**src/rtl/bcs_pkg.sv**
```systemverilog
// Package for the box collision snap block: widths, operation codes,
// transaction structs and the sign-extension and saturation helpers.
// Used by every module of the block; it depends on nothing.
`timescale 1ns / 1ps

package bcs_pkg;

  localparam int COORD_W = 32;
  localparam int FRACT_W = 32;
  localparam int EXT_W   = COORD_W + 2;

  localparam logic signed [EXT_W-1:0] C_MAX = {3'b000, {(COORD_W-1){1'b1}}};
  localparam logic signed [EXT_W-1:0] C_MIN = {3'b111, {(COORD_W-1){1'b0}}};

  localparam logic [1:0] ACT_MOVER    = 2'd0;
  localparam logic [1:0] ACT_PREV     = 2'd1;
  localparam logic [1:0] ACT_OBSTACLE = 2'd2;
  localparam logic       KIND_SECTOR  = 1'b0;

  typedef enum logic [2:0] {
    OP_NONE   = 3'd0,
    OP_MOVER  = 3'd1,
    OP_PREV   = 3'd2,
    OP_SECTOR = 3'd3,
    OP_BODY   = 3'd4
  } op_t;

  typedef struct packed {
    logic [1:0]                action;
    logic                      obstacle_kind;
    logic signed [COORD_W-1:0] word_0;
    logic signed [COORD_W-1:0] word_1;
    logic signed [COORD_W-1:0] word_2;
    logic signed [COORD_W-1:0] word_3;
    logic signed [COORD_W-1:0] word_4;
    logic signed [COORD_W-1:0] word_5;
    logic signed [FRACT_W-1:0] friction_in;
    logic                      is_rect;
    logic                      last;
  } item_t;

  typedef struct packed {
    logic                      collided;
    logic signed [COORD_W-1:0] snap_x;
    logic signed [COORD_W-1:0] snap_y;
    logic signed [COORD_W-1:0] snap_z;
    logic signed [FRACT_W-1:0] friction_out;
  } result_t;

  typedef struct packed {
    op_t                     op;
    logic [5:0][COORD_W-1:0] w;
    logic [FRACT_W-1:0]      fric;
    logic                    rect;
    logic                    last;
  } entry_t;

  typedef struct packed {
    op_t                     op;
    logic                    hit;
    logic                    snap_en;
    logic [2:0]              up;
    logic [2:0]              down;
    logic [2:0][EXT_W-1:0]   cand;
    logic [2:0][COORD_W-1:0] pos;
    logic [FRACT_W-1:0]      fric;
    logic                    last;
  } stage_t;

  function automatic logic signed [EXT_W-1:0] ext(input logic [COORD_W-1:0] v);
    ext = $signed({{2{v[COORD_W-1]}}, v});
  endfunction

  function automatic logic [COORD_W-1:0] sat(input logic signed [EXT_W-1:0] v);
    logic signed [EXT_W-1:0] r;
    r = v;
    if (v > C_MAX) begin
      r = C_MAX;
    end else if (v < C_MIN) begin
      r = C_MIN;
    end
    sat = r[COORD_W-1:0];
  endfunction

endpackage

```
**src/rtl/bcs_queue.sv**
```systemverilog
// Two-entry queue between the front end and the back end of the
// box collision snap block. Depends on bcs_pkg.
`timescale 1ns / 1ps

module bcs_queue
  import bcs_pkg::*;
(
  input  logic   clk,
  input  logic   rst,
  input  logic   push,
  input  entry_t wr_entry,
  input  logic   pop,
  output logic   full,
  output logic   head_valid,
  output entry_t head
);

  entry_t     mem [2];
  logic       wr_ptr;
  logic       rd_ptr;
  logic [1:0] count;

  assign full       = (count == 2'd2);
  assign head_valid = (count != 2'd0);
  assign head       = mem[rd_ptr];

  always_ff @(posedge clk) begin
    if (push) begin
      mem[wr_ptr] <= wr_entry;
    end
  end

  always_ff @(posedge clk) begin
    if (rst) begin
      wr_ptr <= 1'b0;
      rd_ptr <= 1'b0;
      count  <= 2'd0;
    end else begin
      if (push) begin
        wr_ptr <= ~wr_ptr;
      end
      if (pop) begin
        rd_ptr <= ~rd_ptr;
      end
      if (push && !pop) begin
        count <= count + 2'd1;
      end else if (pop && !push) begin
        count <= count - 2'd1;
      end
    end
  end

endmodule

```
**config.mk**
```make
export PLATFORM = sky130hd
export DESIGN_NAME = bcs_queue
export DESIGN_NICKNAME = d
export VERILOG_FILES = /design/src/rtl/bcs_pkg.sv /design/src/rtl/bcs_queue.sv
export SDC_FILE = /design/constraint.sdc
export NUM_CORES = 1
export LEC_CHECK = 0
export BUFFER_PORTS_ARGS = -buffer_cell sky130_fd_sc_hd__buf_4
export CAP_MARGIN = 0
export CORE_MARGIN = 3
export CORE_UTILIZATION = 43
export CTS_CLUSTER_DIAMETER = 150
export CTS_CLUSTER_SIZE = 16
export DETAILED_ROUTE_END_ITERATION = 10
export GPL_TIMING_DRIVEN = 0
export PLACE_DENSITY_LB_ADDON = 0.25
export SYNTH_ARGS = -nofsm -noshare
export SYNTH_HDL_FRONTEND = slang
export SYNTH_SLANG_ARGS = --single-unit
export TNS_END_PERCENT = 20
```
**constraint.sdc**
```tcl
create_clock -name clk -period 13.6 [get_ports clk]
set_input_delay 0.68 -clock clk [delete_from_list [all_inputs] [get_ports clk]]
set_output_delay 0.68 -clock clk [all_outputs]
set_load 0.01 [all_outputs]
```
=== After elaboration in Yosys (flattened, before gate mapping) ===
Memory sizes are Yosys's and may differ from the RTL's. A register that Yosys moved wholly into a read port is not among the register bits.
Cells that the tools add are included.

* Equal/unequal tests: 1
* Add/sub/neg operators: 2
* Muxes and demuxes: 6
* Bitwise gates (word level): 2
* Reductions and logical operators: 6

{| class="wikitable"
|+ Operators with widths
! cell !! number
|-
| 1-bit two-way mux || 4
|-
| 2-bit two-way mux || 2
|-
| 2-bit nonzero test || 2
|-
| 2-bit by 1-bit adder with 2-bit output (second input constant) || 1
|-
| 2-bit == test (second input constant) || 1
|-
| 1-bit logical AND || 2
|-
| 1-bit logical NOT || 2
|-
| 1-bit NOT || 2
|-
| 2-bit by 1-bit subtractor with 2-bit output (second input constant) || 1
|}

* Memory bits (writable): 458
* Memories kept: 1
* Register bits after elaboration: 4
* Output and inout bits: 231
* Bits of input ports: 233
* Word-level logic and storage cells: 21

{| class="wikitable"
|+ Memory list
! name !! words !! width !! rd ports !! clocked after Yosys merged registers in !! wr ports !! line !! source
|-
| mem || 2 || 229 || 1 || 1 || 1 || bcs_queue.sv:18 || <nowiki>entry_t mem [2];</nowiki>
|}

=== Depth between registers and ports, before layout ===
* Depth after elaboration: 4
* Depth in mapped cells: 5
* Depth with buffers taken out: 5

=== Least setup slack after synthesis ===
Ideal clock, no wire load.

* Kind: input to register
* From: in push
* To: mem mem[0][0] in the netlist's numbering (enable)
* Arrival time: 10.542 ns
* Required time: 12.750 ns
* Slack: 2.208 ns
* Setup time: 0.850 ns
* Buffers on the path: 0
* Stages on the path: 1
* Cells stage by stage: nor2b_1

* Longest elaborated chain between the ends: 2

{| class="wikitable"
|+ RTL lines
! item !! line !! source
|-
| start: declaration || bcs_queue.sv:10 || <nowiki>input logic push,</nowiki>
|-
| 1-bit two-way mux || bcs_queue.sv:28 || <nowiki>if (push) begin</nowiki>
|-
| 1-bit two-way mux (not written as such) || bcs_queue.sv:29 || <nowiki>mem[wr_ptr] <= wr_entry;</nowiki>
|-
| end: declaration || bcs_queue.sv:18 ||
|}

Every way passes these cells.

==> run metrics <==
most frequent cells in the layout=buf_4, edfxtp_1, mux2_2; Clock Skews=0.0135 ns; Multi-input gate area=2690 sq um; Leak=8.22 nW; RSZ-0062 raised after global routing=false; post-cts sizing count=0; Peak Freq=365 MHz; Synth warnings=0; WS Path Type=register to output pin; critical path peak fanout=10; combinational share of power=0.143; worst-skew pair later-pin latency=0.54 ns; Post-Syn Instances=734; setup TNS=0 ns; sequential power share=0.550; via count=8569; total power=3.06 mW; max-cap violation count=0; Final ANT Viol Nets=0; Period minus WS final=2.74 ns; GRT Total Usage=0.177; register area share after synthesis=0.824; VDD IR max=0.0929 mV; post-route cell area=22200 sq um; TritonCTS clock tree=yes; maximum root-to-sink buffer count=3; Final Hold Viols=0; DR WL/cell=21.3 microns; vias in the first global route=9196; actual slew at the worst max-slew pin=0.895 ns; Starting Density=0.441; die height=204 microns; final core utilization=0.582; gr ovfl total=0; DR vias/cell=4.85; critical path launch point type=register; Reg area=13900 sq um; routed wire length=37.7 mm; Hold Path Class=input port to register; switching pwr=0.672 mW; die footprint=41500 sq um; H-tree depth=2; # Post-CTS Setup Buffers=0; CP Cell Sequence=buf_6 > buf_6 > mux2_2 > buf_4; largest net degree at the start of global routing=63; FF+latch count, synth=463; ant diodes=0; clk slew on worst S/H paths=0.08 ns; DR pass1 iterations=6; first-pass GRT wire length=55.2 mm; Avg Cell Area, Syn=22.9 sq um; most used cell, CP=buf_6; Worst path slowest cell=dfxtp_1; antenna violations before repair=1; # hold bufs at CTS=0; Sink Count=463; worst path arrival time=2.06 ns; core area=38100 sq um; Internal Power=2.39 mW; critical path's top delay family=buffers and inverters; Post-Syn Nets=968; crit end category=output pin; Core Rows=71; commonest non-fill, non-tap cell in the layout=buf_4; # fillers=2878; DR DRC count=0; Syn Std Cell Area=16800 sq um; DP Area=21200 sq um; Yosys cell types=17; Setup-failing EPs final=0; DR iter-0 viols=436; Worst EP required=12.92 ns; dpl hpwl=27.1 mm; GPL Wtd Cong=0.731; switching share of power=0.220; Tcrit/Tclk final=0.201; Num CTS Buffers=34; clock share of power=0.307; Worst Path Buf+Inv=3; Slew headroom=0.403; Area growth, synth to finish=31.9%; final max-slew violation count=0; I/O Buffers=463; die extent in x=204 microns; pwr/cell area=138 nW/um^2; Root Buffer=clkbuf_16; CP peak stage delay=0.49 ns; status=completed; layout cells sized above 1=0.613; nets=1479; IO Pins=464; reg-to-reg slack, setup=11.36 ns
-- stage by stage --
stage / cells / setup slack (ns) / hold slack, ns
after global placement: 1708 / -4.39 / 0.476
after CTS: 1765 / 10.76 / 0.266
after detailed placement: 1720 / 10.95 / 0.505
final: 1765 / 10.86 / 0.317
after global routing: 1765 / 10.76 / 0.279
after floorplan: 734 / 2.21 / 0.456
-- final cells by class --
cell class              count  share of cell area
well taps                 511              0.0288
repair buffers            475               0.169
plain buffers              25              0.0122
multi-input cells         245               0.121
inverters                   1            0.000169
flip-flops and latches    463               0.625
clock buffers              45              0.0431
-- synth_stat cells (all sizes together) --
library cell | count | area (sq um)
edfxtp | 458 | 13800
mux2 | 229 | 2580
buf | 25 | 272
dfxtp | 5 | 100
nor2 | 4 | 15.0
nor2b | 2 | 12.5
xnor2 | 2 | 17.5
xor2 | 2 | 17.5
a21oi | 1 | 5.00
and2 | 1 | 6.26
ha | 1 | 12.5
inv | 1 | 3.75
o21ai | 1 | 5.00
or2 | 1 | 6.26
or3 | 1 | 6.26
-- routing by layer --
layer	vias up	wire (microns)	track usage
met5	-	20	0
met4	2	795	0.0578
met3	45	4440	0.0851
met2	333	18600	0.297
met1	4268	13800	0.200
li1	3921	-	-
-- cell families (layout without fill, tap and decap cells) --
family | Yosys count | count (layout) | synth area share
compound gates | 2 | 2 | 0.000595
xor+xnor | 4 | 4 | 0.00208
fa+ha+maj | 1 | 1 | 0.000744
buf+inv | 26 | 546 | 0.0164
flops | 463 | 463 | 0.824
mux | 229 | 229 | 0.153
simple gates | 9 | 9 | 0.00275
-- power by group through the flow --
stage | sequential [mW] | combinational [mW] | clock (mW)
2_1_floorplan | 1.74 | 0.199 | 0
3_5_place_dp | 1.71 | 0.445 | 0
4_1_cts | 1.68 | 0.448 | 0.974
3_3_place_gp | 1.76 | 0.425 | 0
5_1_grt | 1.69 | 0.470 | 1.02
6_report | 1.68 | 0.438 | 0.939
-- final timing paths --
| path | startpoint | cells past startpoint | end |
|---|---|---|---|
| max reg2reg | wr_ptr | 3 | mem[1][141] |
| min reg2reg | count[1] | 2 | count[1] |
| max | register | 4 | head[105] |
| min | wr_entry[115] | 1 | mem[0][115] |
-- state kept, by name, summed over array words and instances, names as in the netlist, named ones only --
signal	cells
count	2
wr_ptr	1
mem	458
rd_ptr	1
(Power assumes the default switching activity.)
