==> config.mk <==
export PLATFORM = sky130hd
export DESIGN_NAME = bcs_back
export DESIGN_NICKNAME = d
export VERILOG_FILES = /design/src/rtl/bcs_pkg.sv /design/src/rtl/bcs_back.sv
export SDC_FILE = /design/constraint.sdc
export NUM_CORES = 2
export LEC_CHECK = 0
export ABC_AREA = 0
export BUFFER_PORTS_ARGS = -buffer_cell sky130_fd_sc_hd__buf_4
export CAP_MARGIN = 20
export CORE_MARGIN = 2
export CORE_UTILIZATION = 47
export DETAILED_ROUTE_END_ITERATION = 8
export PLACE_DENSITY = 0.6
export SLEW_MARGIN = 20
export SYNTH_ARGS = -nofsm -noshare
export SYNTH_HDL_FRONTEND = slang
export SYNTH_SLANG_ARGS = --single-unit
==> constraint.sdc <==
create_clock -name clk -period 25.1 [get_ports clk]
set_input_delay 5.02 -clock clk [delete_from_list [all_inputs] [get_ports clk]]
set_output_delay 5.02 -clock clk [all_outputs]
set_load 0.005 [all_outputs]
==> src/rtl/bcs_pkg.sv <==
// Package for the box collision snap block: widths, operation codes,
// transaction structs and the sign-extension and saturation helpers.
// Used by every module of the block; it depends on nothing.
`timescale 1ns / 1ps

package bcs_pkg;

  localparam int COORD_W = 32;
  localparam int FRACT_W = 32;
  localparam int EXT_W   = COORD_W + 2;

  localparam logic signed [EXT_W-1:0] C_MAX = {3'b000, {(COORD_W-1){1'b1}}};
  localparam logic signed [EXT_W-1:0] C_MIN = {3'b111, {(COORD_W-1){1'b0}}};

  localparam logic [1:0] ACT_MOVER    = 2'd0;
  localparam logic [1:0] ACT_PREV     = 2'd1;
  localparam logic [1:0] ACT_OBSTACLE = 2'd2;
  localparam logic       KIND_SECTOR  = 1'b0;

  typedef enum logic [2:0] {
    OP_NONE   = 3'd0,
    OP_MOVER  = 3'd1,
    OP_PREV   = 3'd2,
    OP_SECTOR = 3'd3,
    OP_BODY   = 3'd4
  } op_t;

  typedef struct packed {
    logic [1:0]                action;
    logic                      obstacle_kind;
    logic signed [COORD_W-1:0] word_0;
    logic signed [COORD_W-1:0] word_1;
    logic signed [COORD_W-1:0] word_2;
    logic signed [COORD_W-1:0] word_3;
    logic signed [COORD_W-1:0] word_4;
    logic signed [COORD_W-1:0] word_5;
    logic signed [FRACT_W-1:0] friction_in;
    logic                      is_rect;
    logic                      last;
  } item_t;

  typedef struct packed {
    logic                      collided;
    logic signed [COORD_W-1:0] snap_x;
    logic signed [COORD_W-1:0] snap_y;
    logic signed [COORD_W-1:0] snap_z;
    logic signed [FRACT_W-1:0] friction_out;
  } result_t;

  typedef struct packed {
    op_t                     op;
    logic [5:0][COORD_W-1:0] w;
    logic [FRACT_W-1:0]      fric;
    logic                    rect;
    logic                    last;
  } entry_t;

  typedef struct packed {
    op_t                     op;
    logic                    hit;
    logic                    snap_en;
    logic [2:0]              up;
    logic [2:0]              down;
    logic [2:0][EXT_W-1:0]   cand;
    logic [2:0][COORD_W-1:0] pos;
    logic [FRACT_W-1:0]      fric;
    logic                    last;
  } stage_t;

  function automatic logic signed [EXT_W-1:0] ext(input logic [COORD_W-1:0] v);
    ext = $signed({{2{v[COORD_W-1]}}, v});
  endfunction

  function automatic logic [COORD_W-1:0] sat(input logic signed [EXT_W-1:0] v);
    logic signed [EXT_W-1:0] r;
    r = v;
    if (v > C_MAX) begin
      r = C_MAX;
    end else if (v < C_MIN) begin
      r = C_MIN;
    end
    sat = r[COORD_W-1:0];
  endfunction

endpackage

==> src/rtl/bcs_back.sv <==
// Back end of the box collision snap block: the overlap test and face
// selection stage, the snap and friction update stage, and the result
// register. Depends on bcs_pkg.
`timescale 1ns / 1ps

module bcs_back
  import bcs_pkg::*;
(
  input  logic    clk,
  input  logic    rst,
  input  logic    head_valid,
  input  entry_t  head,
  output logic    pop,
  output logic    result_valid,
  input  logic    result_stall,
  output result_t result
);

  logic [2:0][COORD_W-1:0] mover_pos;
  logic [2:0][COORD_W-1:0] mover_half;
  logic [2:0][COORD_W-1:0] prev_pos;
  logic [2:0][COORD_W-1:0] snap_pos;
  logic [FRACT_W-1:0]      max_friction;
  logic                    hit_flag;

  stage_t stg;
  stage_t stg_next;
  logic   stg_valid;
  logic   stg_advance;

  logic [2:0][COORD_W-1:0] snap_pos_next;
  logic [FRACT_W-1:0]      max_friction_next;
  logic                    hit_flag_next;

  assign stg_advance = stg_valid && !(stg.last && result_valid && result_stall);
  assign pop         = head_valid && (!stg_valid || stg_advance);

  always_comb begin
    logic signed [EXT_W-1:0] p [3];
    logic signed [EXT_W-1:0] h [3];
    logic signed [EXT_W-1:0] pv [3];
    logic signed [EXT_W-1:0] w [6];
    logic signed [EXT_W-1:0] lo [3];
    logic signed [EXT_W-1:0] hi [3];
    logic signed [EXT_W-1:0] d;
    logic signed [EXT_W-1:0] s;
    logic                    z_inside;
    logic                    sec_miss;
    logic                    body_hit;
    for (int a = 0; a < 3; a++) begin
      p[a]  = ext(mover_pos[a]);
      h[a]  = ext(mover_half[a]);
      pv[a] = ext(prev_pos[a]);
    end
    for (int i = 0; i < 6; i++) begin
      w[i] = ext(head.w[i]);
    end
    z_inside = (p[2] - h[2] >= w[4]) && (p[2] + h[2] <= w[5]);
    sec_miss = z_inside || (p[0] - h[0] >= w[1]) || (p[0] + h[0] <= w[0])
               || (p[1] - h[1] >= w[3]) || (p[1] + h[1] <= w[2]);
    body_hit = 1'b1;
    for (int a = 0; a < 3; a++) begin
      d = p[a] - w[a];
      s = h[a] + w[a+3];
      if (!((d < s) && (-d < s))) begin
        body_hit = 1'b0;
      end
    end
    if (head.op == OP_SECTOR) begin
      lo[0] = w[0];
      hi[0] = w[1];
      lo[1] = w[2];
      hi[1] = w[3];
      lo[2] = w[5];
      hi[2] = w[4];
    end else begin
      for (int a = 0; a < 3; a++) begin
        lo[a] = w[a] - w[a+3];
        hi[a] = w[a] + w[a+3];
      end
    end
    stg_next.op      = head.op;
    stg_next.hit     = (head.op == OP_SECTOR) ? !sec_miss :
                       (head.op == OP_BODY) ? body_hit : 1'b0;
    stg_next.snap_en = (head.op == OP_BODY) || head.rect;
    for (int a = 0; a < 3; a++) begin
      stg_next.up[a]   = pv[a] < p[a];
      stg_next.down[a] = pv[a] > p[a];
      stg_next.cand[a] = (pv[a] < p[a]) ? lo[a] - h[a] : hi[a] + h[a];
      stg_next.pos[a]  = head.w[a];
    end
    stg_next.fric = head.fric;
    stg_next.last = head.last;
  end

  always_ff @(posedge clk) begin
    if (rst) begin
      mover_pos  <= '0;
      mover_half <= '0;
      prev_pos   <= '0;
      stg_valid  <= 1'b0;
    end else begin
      if (pop) begin
        stg_valid <= 1'b1;
        if (head.op == OP_MOVER) begin
          for (int a = 0; a < 3; a++) begin
            mover_pos[a]  <= head.w[a];
            mover_half[a] <= head.w[a+3];
          end
        end
        if (head.op == OP_PREV) begin
          for (int a = 0; a < 3; a++) begin
            prev_pos[a] <= head.w[a];
          end
        end
      end else if (stg_advance) begin
        stg_valid <= 1'b0;
      end
    end
  end

  always_ff @(posedge clk) begin
    if (pop) begin
      stg <= stg_next;
    end
  end

  always_comb begin
    logic signed [EXT_W-1:0] cur;
    cur               = '0;
    snap_pos_next     = snap_pos;
    max_friction_next = max_friction;
    hit_flag_next     = hit_flag;
    if (stg.op == OP_MOVER) begin
      snap_pos_next     = stg.pos;
      max_friction_next = stg.fric;
      hit_flag_next     = 1'b0;
    end else if (stg.hit) begin
      if (stg.snap_en) begin
        for (int a = 0; a < 3; a++) begin
          cur = ext(snap_pos[a]);
          if (stg.up[a] && $signed(stg.cand[a]) < cur) begin
            cur = $signed(stg.cand[a]);
          end
          if (stg.down[a] && $signed(stg.cand[a]) > cur) begin
            cur = $signed(stg.cand[a]);
          end
          snap_pos_next[a] = sat(cur);
        end
      end
      if ($signed(max_friction) < $signed(stg.fric)) begin
        max_friction_next = stg.fric;
      end
      hit_flag_next = 1'b1;
    end
  end

  always_ff @(posedge clk) begin
    if (rst) begin
      snap_pos     <= '0;
      max_friction <= '0;
      hit_flag     <= 1'b0;
      result_valid <= 1'b0;
    end else begin
      if (stg_advance) begin
        snap_pos     <= snap_pos_next;
        max_friction <= max_friction_next;
        hit_flag     <= hit_flag_next;
      end
      if (stg_advance && stg.last) begin
        result_valid <= 1'b1;
      end else if (!result_stall) begin
        result_valid <= 1'b0;
      end
    end
  end

  always_ff @(posedge clk) begin
    if (stg_advance && stg.last) begin
      result.collided     <= hit_flag_next;
      result.snap_x       <= snap_pos_next[0];
      result.snap_y       <= snap_pos_next[1];
      result.snap_z       <= snap_pos_next[2];
      result.friction_out <= max_friction_next;
    end
  end

endmodule

-- Word-level counts from Yosys, hierarchy flattened
Index checks and enable logic that the tools add are counted.
- memories: 0
- word-level logic and storage cells: 177
- input bits: 233
- ROM bits: 0
- latch bits: 0
- RAM bits: 0
- register bits after elaboration: 790
- reductions and logical operators: 27
- magnitude comparators: 31
- div/mod/pow operators: 0
- multipliers: 0
- $add $sub $neg: 27
- multiplexer cells: 52
- equality and inequality tests: 6
- shift operators: 0
- bitwise logic cells: 0
- operators with widths (kind ; number):
    two-way mux 34 bit ; 27
    adder 32 x 32 -> 33 bit ; 9
    subtractor 32 x 32 -> 33 bit ; 9
    two-way mux 32 bit ; 9
    two-way mux 96 bit ; 3
    two-way mux 102 bit ; 2
    < comparator 32 bit ; 4
    adder 34 x 32 -> 34 bit ; 3
    > comparator 34 x 32 -> 1 bit (second input constant) ; 3
    > comparator 34 bit ; 3
    < comparator 34 x 32 -> 1 bit ; 3
    < comparator 34 x 32 -> 1 bit (second input constant) ; 3
    < comparator 34 x 33 -> 1 bit ; 3
    negator 33 -> 34 bit ; 3
    subtractor 34 x 32 -> 34 bit ; 3
    greater-or-equal comparator 33 x 32 -> 1 bit ; 3
    less-or-equal comparator 33 x 32 -> 1 bit ; 3
    < comparator 33 bit ; 3
    > comparator 32 bit ; 3
    logical AND 1 bit ; 15
    two-way mux 1 bit ; 11
    equality test 3 x 1 -> 1 bit (second input constant) ; 2
    equality test 3 x 2 -> 1 bit (second input constant) ; 2
    logical OR 1 bit ; 6
    5 further kinds ; 8

-- Logic depth before layout (Yosys ltp)
- depth in word-level cells: 18
- depth in mapped cells: 31

-- Least setup slack after synthesis
No wires, ideal clock.
- kind: input to output
- start: in result_stall
- end: out pop
- data required time: 20.080 ns
- arrival time: 9.922 ns
- buffers on the path: 0
- stages: 3
- path slack: 10.158 ns
- cell sequence: nand4_1 -> nand2_1 -> inv_1
- longest elaborated chain between the ends: 5
- RTL lines (element ; line ; RTL):
    from (decl) ; bcs_back.sv:15 ; input logic result_stall,
    logical AND 1 bit ; bcs_back.sv:35 ; assign stg_advance = stg_valid && !(stg.last && result_valid && result_stall);
    logical NOT 1 bit ; bcs_back.sv:35 ;
    logical AND 1 bit ; bcs_back.sv:35 ;
    logical OR 1 bit ; bcs_back.sv:36 ; assign pop = head_valid && (!stg_valid || stg_advance);
    logical AND 1 bit ; bcs_back.sv:36 ;
    to (decl) ; bcs_back.sv:13 ; output logic pop,
Every way passes these cells.

==> results by group <==
Status
  • Outcome: completed

Critical path
  • CP cell instances: buf_4, ha_1, inv_1, fa_1, a211oi_1, o21ai_0, a21o_1, a211o_1, a31oi_1, o21ba_2, xor2_1, inv_1, nor4_1, a21boi_1, nand3_1, and2_1, ha_1, and4_1, nand2_1, or4_1, o21ai_0, o221ai_1, mux2_2, o41ai_1
  • CP startpoint kind: input pin
  • Worst EP arrival: 12.18 ns
  • Crit path capture type: flop
  • Critical path's largest stage delay: 0.72 ns
  • Critical path destination: stg[238]
  • Register-to-Register Path Depth: 24
  • FF-to-FF Start: mover_half[82]
  • Critical R2R Capture: stg[238]
  • Critical path startpoint: head[98]
  • Worst setup path class: input pin to flop
  • CP required: 25.58 ns
  • Flop2flop setup slack: 17.03 ns
  • Slowest CP cell: o41ai_1
  • Critical Path Fanout Max: 8

Floorplanning
  • Core ar.: 186000 um^2
  • Initial Utilization: 47.3%
  • Die Width: 436 um
  • Site Rows: 158
  • Die Area: 190000 um^2
  • Die Y-Extent: 436 um
  • I/O pin cnt: 364

Synthesis
  • Cell variety after synth: 97
  • Asr flop ratio synth: 0%
  • Syn nets: 13100
  • Top FF cell, synth: dfxtp_1
  • Sequential cell area fraction in the yosys report: 22.2%
  • Post-Syn Area: 87800 um^2
  • Syn_area_per_cell: 7.77 um^2
  • EDFF count, synth: 371
  • Synthesized instance count: 11300
  • Yosys reg bits: 790
  • Synthesis Warnings: 0

Clock network
  • Post-CTS sizing: 0
  • Clk_lat worst skew: 0.81 ns
  • H-Tree Depth: 3
  • Post-CTS Hold Buffers: 0
  • TritonCTS clock tree: done
  • Total clock sinks: 790
  • Root Driver: clkbuf_16
  • Clock Pin Slew Worst Setup and Hold Paths: 0.06 ns
  • CTS buffer count: 102
  • Maximum buffer depth of the clock tree: 3
  • Post CTS Setup Buffer Count: 0

Place
  • DP Worst Slack: 12.92 ns
  • Gpl congestion: 0.978
  • Cell Area, Placed: 92800 um^2
  • PortBufs: 363
  • DP HPWL: 282 mm

Route
  • Initial DRT Pass Iterations: 9
  • Wire length per cell: 25.4 um
  • Initial DRC count: 9112
  • Routed Antenna Nets: 0
  • Total wire length: 356 mm
  • Vias: 85200
  • Avg Vias per Cell: 6.09
  • Drc violations: 0

Timing
  • Setup repair after global routing missed its margin: no
  • Final Hold Viols: 0
  • Final hold slack: 0.455 ns
  • Time the worst path needs with I/O delays and setup: 11.70 ns
  • Max Slew Vio Count: 0
  • Period utilisation layout: 46.6%
  • FMAX: 0.0855 GHz
  • Setup TNS: 0 ns
  • Slew @ Worst Pin: 1.39 ns
  • Setup slack after layout: 13.40 ns
  • # setup viols final: 0
  • Slew headroom: 6.18%
  • Worst Skew: 0.0512 ns

Final layout
  • Synth-to-Final Area Change: 9.72%
  • Fin nets: 13200
  • Final instance area: 96400 um^2
  • Layout cell share with drive strength beyond 1: 6.28%
  • Fill cells: 18000

Global routing
  • Vias in the first global route: 78500
  • Initial antenna violation count: 49
  • GR Util met2: 52.9%
  • Met3 Track Usage GR: 7.42%
  • Total grt overflow: 0
  • Grt met1 use: 52.6%
  • First-pass GRT wire length: 519 mm
  • Total Routing Usage GR: 36.0%
  • Gr busiest metal: met2
  • Largest net degree at the start of global routing: 130

Run
  • Max-cap violation count: 0

Power
  • Worst VDD drop: 64.6 uV
  • Leakage: 0.0418 uW
  • Cell Pwr Density: 61.4 nW/um^2

Hold path
  • Type of the worst min-delay path: flop to flop
-- worst max-delay path, delay by kind of cell --
| family | cells | cell delay, ns |
|---|---|---|
| buffers and inverters | 3 | 0.31 |
| muxes | 1 | 0.41 |
| xor gates and xnor gates | 1 | 0.26 |
| AOI/OAI and AO/OA | 10 | 3.39 |
| adders and majority gates | 3 | 0.91 |
| and+or+nand+nor | 6 | 1.85 |
-- synthesized netlist by cell type (all sizes together), types with 110 or more instances --
cell type  number  area share [%]
o21a          110            0.94
a21o          389             3.3
xnor2         525             5.2
nand2b        197             1.4
edfxtp        371              13
nor2b         180             1.3
nand2        1358             5.8
nor2          817             3.5
nand4         177             1.3
xor2          202             2.0
inv           826             3.5
nand3         228             1.3
o21ai         702             4.0
clkbuf        410             1.8
nor3          203             1.2
a21oi        1327             7.6
dfxtp         419             9.5
o21bai        142             1.2
ha           1498              21
-- logic make-up after synthesis --
group | after synthesis | synth area share (%)
flip-flops | 790 | 22.2
AND/OR/NAND/NOR | 3507 | 18.5
buffers and inverters | 1270 | 5.45
multiplexers | 65 | 0.756
AO/OA/AOI/OAI | 3423 | 23.9
XOR/XNOR | 727 | 7.26
adder cells (fa/ha/maj) | 1522 | 21.9
-- power breakdown --
| group | internal (uW) | switching, uW |
|---|---|---|
| Clock | 893 | 684 |
| Combinational | 981 | 1720 |
| Sequential | 1490 | 153 |
-- cell type report --
cell class | count | area, um^2 | share of cell area, %
Tap cell | 2480 | 3100 | 3.22
Multi-Input combinational cell | 9244 | 63800 | 66.2
Sequential cell | 790 | 19500 | 20.3
Clock buffer | 139 | 2830 | 2.94
Clock inverter | 55 | 694 | 0.720
Inverter | 828 | 3120 | 3.23
Antenna cell | 4 | 10.0 | 0.0104
Timing Repair Buffer | 440 | 3340 | 3.46
-- sequential cells by signal, indices dropped and copies added (netlist names) --
| signal | count |
|---|---|
| snap_pos | 96 |
| stg_valid | 1 |
| max_friction | 32 |
| stg | 242 |
| mover_pos | 96 |
| prev_pos | 96 |
| result_valid | 1 |
| result | 129 |
| mover_half | 96 |
| hit_flag | 1 |
-- placed cells by master, fill, tap and decap left out, drive strengths merged, types with 30 or more instances in the layout --
| cell type | n |
|---|---|
| ha | 1498 |
| nand2 | 1358 |
| a21oi | 1327 |
| inv | 830 |
| nor2 | 817 |
| o21ai | 702 |
| xnor2 | 525 |
| buf | 440 |
| dfxtp | 419 |
| a21o | 389 |
| edfxtp | 371 |
| nand3 | 228 |
| nor3 | 203 |
| xor2 | 202 |
| nand2b | 197 |
| nor2b | 180 |
| nand4 | 177 |
| o21bai | 142 |
| clkbuf | 139 |
| o21a | 110 |
| a31oi | 93 |
| a211oi | 69 |
| a22oi | 67 |
| o31ai | 64 |
| o211ai | 56 |
| a2111oi | 55 |
| or3 | 54 |
| or4 | 54 |
| mux2i | 54 |
| and3 | 51 |
| a221o | 45 |
| nor4 | 45 |
| o22ai | 44 |
| and2 | 42 |
| clkinv | 38 |
| a21boi | 34 |
| or2 | 30 |
-- routing by layer --
layer  part of all wire [%]  vias to the layer above
met5                  0.029                        -
met4                    3.2                       14
met3                    9.7                      480
met2                     41                     3465
met1                     46                    40500
li1                       -                    40700
-- per-stage QoR --
step	util, %	std cells	total power, uW
5_1_grt	51.9	14000	6240
3_5_place_dp	50.0	13800	4270
3_3_place_gp	50.0	13800	4220
6_report	51.9	14000	5920
2_1_floorplan	-	11300	3320
4_1_cts	51.9	14000	5860
-- worst min-delay path by stage --
| stage | startpoint | depth (start not counted) | end | slack (ns) |
|---|---|---|---|---|
| 2_1_floorplan | prev_pos[0] | 2 | prev_pos[0] | 0.44 |
| 5_1_grt | prev_pos[40] | 2 | prev_pos[40] | 0.48 |
| 3_5_place_dp | prev_pos[32] | 2 | prev_pos[32] | 0.45 |
| 3_3_place_gp | prev_pos[32] | 2 | prev_pos[32] | 0.44 |
| 4_1_cts | prev_pos[32] | 2 | prev_pos[32] | 0.45 |
| 6_report | prev_pos[32] | 2 | prev_pos[32] | 0.46 |
No activity file was read; power rests on OpenSTA's default activity.
